===== src/rtl/core/lups_pkg.sv =====
`default_nettype none
// -----------------------------------------------------------------------------
// lups_pkg
// Shared constants and types of the pivoting LU linear solver.
// -----------------------------------------------------------------------------
package lups_pkg;

	localparam int N     = 8;
	localparam int LG_N  = 3;
	localparam int IDX_W = LG_N + 1;
	localparam int AW    = 2 * LG_N;
	localparam int DEPTH = N * N;
	localparam int CNT_W = AW + 1;
	localparam int QW    = 32;
	localparam int ACC_W = 52;

	typedef enum logic [3:0] {
		ST_IDLE,
		ST_COPY,
		ST_DOT_BASE,
		ST_DOT_BASEW,
		ST_DOT_RD,
		ST_DOT_MUL,
		ST_DOT_ACC,
		ST_DOT_FIN,
		ST_PIVOT,
		ST_DIV_LD,
		ST_DIV_WAIT,
		ST_BDIAG,
		ST_BDIAGW,
		ST_OUT
	} state_t;

	typedef enum logic [2:0] {
		PH_S,
		PH_U,
		PH_L,
		PH_F,
		PH_B
	} phase_t;

endpackage
`default_nettype wire


===== src/rtl/core/lups_div.sv =====
`default_nettype none
// -----------------------------------------------------------------------------
// lups_div
// Radix-2 restoring divider for Q16.16 quotients, rounded and saturated.
// -----------------------------------------------------------------------------
module lups_div
	import lups_pkg::*;
(
	input  wire logic                 clk,
	input  wire logic                 arst_n,
	input  wire logic                 start,
	input  wire logic signed [QW-1:0] num,
	input  wire logic signed [QW-1:0] den,
	output logic                      done,
	output logic signed [QW-1:0]      quo
);

	localparam int DW = QW + 16;

	logic          busy_q;
	logic [5:0]    cnt_q;
	logic [DW-1:0] dvd_q;
	logic [QW-1:0] rem_q;
	logic [QW-1:0] dm_q;
	logic          neg_q;
	logic          zero_q;
	logic          done_q;

	logic [QW-1:0] nmag;
	logic [QW-1:0] dmag;
	logic [QW:0]   rem2;
	logic          qbit;
	logic [DW-1:0] qclip;
	logic [QW-1:0] qs;

	// Form magnitudes and the trial remainder
	always_comb begin
		nmag  = num[QW-1] ? (~num + 1'b1) : num;
		dmag  = den[QW-1] ? (~den + 1'b1) : den;
		rem2  = {rem_q, dvd_q[DW-1]};
		qbit  = (rem2 >= {1'b0, dm_q});
		qclip = (dvd_q > DW'(33'h080000000)) ? DW'(33'h080000000) : dvd_q;
		qs    = qclip[QW-1:0];
	end

	// Step one quotient bit per cycle
	always_ff @(posedge clk or negedge arst_n) begin
		if (!arst_n) begin
			busy_q <= 1'b0;
			done_q <= 1'b0;
			cnt_q  <= '0;
		end else begin
			done_q <= 1'b0;
			if (start) begin
				busy_q <= 1'b1;
				cnt_q  <= 6'(DW);
			end else if (busy_q) begin
				cnt_q <= cnt_q - 1'b1;
				if (cnt_q == 6'd1) begin
					busy_q <= 1'b0;
					done_q <= 1'b1;
				end
			end
		end
	end

	always_ff @(posedge clk) begin
		if (start) begin
			dvd_q  <= ({nmag, 16'h0000}) + DW'(dmag >> 1);
			dm_q   <= dmag;
			rem_q  <= '0;
			neg_q  <= num[QW-1] ^ den[QW-1];
			zero_q <= (dmag == '0);
		end else if (busy_q) begin
			rem_q <= QW'(qbit ? (rem2 - {1'b0, dm_q}) : rem2);
			dvd_q <= {dvd_q[DW-2:0], qbit};
		end
	end

	// Apply sign and saturate
	always_comb begin
		done = done_q;
		if (zero_q)
			quo = '0;
		else if (neg_q)
			quo = ~qs + 1'b1;
		else if (qclip[QW-1])
			quo = {1'b0, {(QW-1){1'b1}}};
		else
			quo = qs;
	end

endmodule
`default_nettype wire


===== config.mk =====
export PLATFORM = sky130hd
export DESIGN_NAME = lups_div
export DESIGN_NICKNAME = d
export VERILOG_FILES = /design/src/rtl/core/lups_pkg.sv /design/src/rtl/core/lups_div.sv
export SDC_FILE = /design/constraint.sdc
export NUM_CORES = 1
export LEC_CHECK = 0
export BUFFER_PORTS_ARGS = -buffer_cell sky130_fd_sc_hd__buf_2
export CORE_UTILIZATION = 60
export DETAILED_ROUTE_END_ITERATION = 10
export PLACE_DENSITY = 0.81
export SETUP_SLACK_MARGIN = 0.5
export SYNTH_ARGS = -nofsm -noshare
export SYNTH_HDL_FRONTEND = slang
export SYNTH_SLANG_ARGS = --single-unit

===== constraint.sdc =====
create_clock -name clk -period 6.9 [get_ports clk]
set_input_delay 1.38 -clock clk [delete_from_list [all_inputs] [get_ports clk]]
set_output_delay 1.38 -clock clk [all_outputs]
set_load 0.02 [all_outputs]

Word-level counts from Yosys, hierarchy flattened
Cells that the tools add are included.

storage, ports and cells
  register bits = 122
  output and inout port bits = 33
  bits of input ports = 67

cells by class
  eq/ne operators = 1
  reduce and logical (&&, ||, !) cells = 2
  $add $sub $neg = 6
  $lt $le $gt $ge = 2
  bitwise operators = 4
  muxes and demuxes = 17

operator list
  kind                   number
  $mux 32                6
  $add 32x1->32 const B  3
  $mux 48                2
  $not 32->32            3
  $add 48x31->48         1
  $gt 48x32->1 const B   1
  $ge 33x32->1           1
  $logic_not 32->1       1
  $sub 32x32->32         1
  $mux 31                1
  $mux 6                 2
  $eq 6x1->1 const B     1
  $mux 1                 6
  $sub 6x1->6 const B    1
  $reduce_bool 2->1      1
  $xor 1x1->1            1

Longest topological paths before layout
  depth in word-level cells = 6
  depth in mapped cells = 19
  mapped depth without buffers = 19

Worst setup path after synthesis
No wires, ideal clock.

  kind = reg2out
  start = register dvd_q[2]
  end = output port quo[16]
  arrival time = 4,414 ps
  path slack = 1,106 ps
  cell stages (with the launch flop) = 17
  cells stage by stage = edfxtp_1 > buf_2 > or4_4 > or4_4 > or2_1 > or4_1 > a21oi_2 > buf_4 > buf_2 > buf_4 > nand2_1 > ha_1 > nand3_1 > o221ai_2 > nand2_1 > a21oi_1 > a311oi_1

on the way
  longest elaborated chain between the ends = 6
  elaborated cells on any way between the ends = 7
  those cells by class = add/sub (1); order compare (1); mux (4); bitwise (1)

RTL lines
  what                    RTL line        RTL
  from (decl)             lups_div.sv:22  logic [DW-1:0] dvd_q;
  from (signal assigned)  lups_div.sv:69  dvd_q <= ({nmag, 16'h0000}) + DW'(dmag >> 1);
  from (signal assigned)  lups_div.sv:76  dvd_q <= {dvd_q[DW-2:0], qbit};
  $gt 48x32->1            lups_div.sv:42  qclip = (dvd_q > DW'(33'h080000000)) ? DW'(33'h080000000) : dvd_q;
  $mux 32 (*)             lups_div.sv:42
  $not 32->32             lups_div.sv:86  quo = ~qs + 1'b1;
  $add 32x1->32           lups_div.sv:86
  $mux 32 (*)             lups_div.sv:85  else if (neg_q)
  $mux 32 (*)             lups_div.sv:83  if (zero_q)
  to (decl)               lups_div.sv:15  output logic signed [QW-1:0] quo

Every way passes the cells marked *; elsewhere a longest branch is shown, timed or not.

Final worst setup path
  start = register dvd_q[3]
  end = output port quo[20]

The elaborated chain is that of the path after synthesis.

==> metrics.txt <==
status finished, final reports clean; CTS tree built; die width 133 um; drc violations 0; max-cap viol count 0; DP Wirelength 18800 um; antenna cells 0; post-layout util 69.5%; Max Buffers Root-to-Sink 2; PortBufs 99; maximum vdd drop 0.213 mV; top post-synthesis cells by area edfxtp_1 24%, xnor2_1 7.5%, dfxtp_1 6.3%, ha_1 6.2%, nor2_1 4.8%; Avg Inst Size Synth 8.50 um^2; Synth Area in Adders 6.84%; worst slew pin tran 1.03 ns; initial antenna violation count 0; DRT Pass-1 Iters 7; Slew headroom 31.1%; Setup crit end kind output port; proportion of netlist area held by the largest area contributor 24.1%; most common flop cell mapped by yosys edfxtp_1; first-pass GRT wire length 41700 um; antenna viol nets, final 0; Final Power 3.35 mW; Post-synth EDFFs 82; Total GRT Usage 29.7%; hold buffers post-CTS 0; final hold vios 0; I/O pin cnt 100; final non-filler cell total 1517; commonest non-fill, non-tap cell in the layout nor2_1; Num CTS Buffers 17; Ys Warns 0; Final setup viols 0; proportion of synthesized area in mux cells 3.40%; Synth Area in Simple Gates 20.5%; routed len/inst 17.1 um; Area Overhead vs Synth 12.7%; GPL Wtd Cong 0.933; crit path kind flip-flop to output port; fmax 0.160 GHz; H-tree lvl count 4; Tcrit/Tclk final 90.4%; most frequent cells in the layout 132 x nor2_1, 115 x nand2_1, 98 x buf_2, 92 x a21oi_1, 87 x xnor2_1; Fill cells 1342; initial core utilization 61.6%; vias in the first global route 8483; Final Max Slew Viols 0; Iteration-0 DRC Markers 813; vias per std cell 6.19; Synth Area in Compound Gates 21.5%; # nets final 1404; Pleak 4.72 nW; grt ovf 0; synthesized area 10200 um^2; RSZ-0062 raised after global routing false; final WL 26000 um; worst-path fanout max 9; Fin Setup TNS 0 ns; clock slew at reported path FFs 0.06 ns; minimum clock period 6.24 ns; Unique masters post-synth 82; layout cell share with drive strength beyond 1 16.1%; clk sinks 122; pre-CTS setup slack 0.347 ns; pwr/cell area 291 nW/um^2; dpl cells 1477; Worst setup SP type flip-flop; largest family of logic cells by synthesized area compound AO/OA/AOI/OAI gates; pin count of the biggest net entering global routing 80; Hold Path Class flip-flop to flip-flop; Mapped Cells 1202; later-pin clock latency in the skew report 0.43 ns; critical path arrival 4.86 ns; chip height 133 um; DR vias 9396; fraction of registers with async set/reset 6.56%; register bit total from synthesis 122; Seq/Total Area, Yosys 32.3%; core area 16600 um^2; cell taking the most area after synthesis edfxtp_1; Critical Path RT 5.52 ns; Setup Skew 0.00957 ns; Post-Synth XOR/XNOR Area 10.9%; Die ar. 17600 um^2; Row Count 47; final setup margin 0.665 ns; syn_nets 1322; Clock Tree Root clkbuf_16
[cell families (layout without fill, tap and decap cells)]
family          count (synthesis)  count (layout)
flops                         122             122
xor+xnor                      126             126
simple gates                  422             422
buf+inv                       119             213
compound gates                327             328
mux                            31              31
fa+ha+maj                      55              55
[state kept, by name, indices dropped and copies added, names as in the netlist]
register / cells
dvd_q: 48
zero_q: 1
dm_q: 32
rem_q: 32
neg_q: 1
busy_q: 1
done: 1
cnt_q: 6
[synth_stat cells, types with 23 or more instances]
cell and count:
nor3_1 23, xnor2_1 87, nand2_1 116, xor2_1 38
dfxtp_1 32, a211oi_1 29, a21oi_1 92, clkbuf_1 34
edfxtp_1 82, inv_1 67, o21ai_0 58, ha_1 51
nor2_1 132
[power breakdown]
part	leakage (nW)	switching (mW)	internal (mW)
logic	3.24	0.763	0.584
registers	1.19	0.164	0.970
clock network	0.297	0.333	0.542
[metrics by stage]
step | instance area [um^2] | hold slack [ns]
floorplan | 10200 | 0.459
global placement | 10800 | 0.480
detailed placement | 10800 | 0.499
CTS | 11400 | 0.505
global route | 11500 | 0.527
finish | 11500 | 0.503
[metal layers]
layer  track usage [%]  wire length (um)  vias to the layer above
met5                 0                 0                        -
met4              9.32               502                        0
met3              5.56              1970                       43
met2              47.8             12000                      384
met1              40.5             11500                     4398
li1                  -                 -                     4571
[what timing repair did]
item                                    in CTS  in global routing
buffers inserted                             0                  7
gates resized for setup                      0                  4
endpoints found under the setup margin       0                 15
hold endpoints to repair                     0                  0
[final cells by class]
type                       instances  area [um^2]  area share [%]
multi-input combinational        962         6500            56.4
sequential                       122         3300            28.7
clock buffer                      24          536            4.65
inverter                          69          259            2.25
timing repair buffer             112          596            5.17
clock inverter                     8         51.3           0.445
tap                              220          275            2.39
[final timing paths]
path | end | cells after the start | startpoint | slack, ns
hold / removal | rem_q[6] | 2 | rem_q[6] | 0.50
min in group asynchronous | done | 1 | arst_n | 0.78
max in group asynchronous | busy_q | 1 | arst_n | 5.93
setup / recovery | quo[20] | 13 | dvd_q[3] | 0.66
setup reg to reg | rem_q[4] | 13 | dm_q[1] | 2.73
hold reg to reg | rem_q[6] | 2 | rem_q[6] | 0.50
[worst max-delay path, cell delays in order (launching register included)]
cell      delay, ns
edfxtp_1       0.49
or4_4          0.60
or4_4          0.52
or2_1          0.29
or4_1          0.65
a21oi_4        0.26
nand2_1        0.12
ha_1           0.28
nand3_1        0.21
o221ai_4       0.21
nand2_2        0.17
a21oi_1        0.06
a311oi_1       0.33
buf_2          0.23
Power figures use the tool's default switching activity.
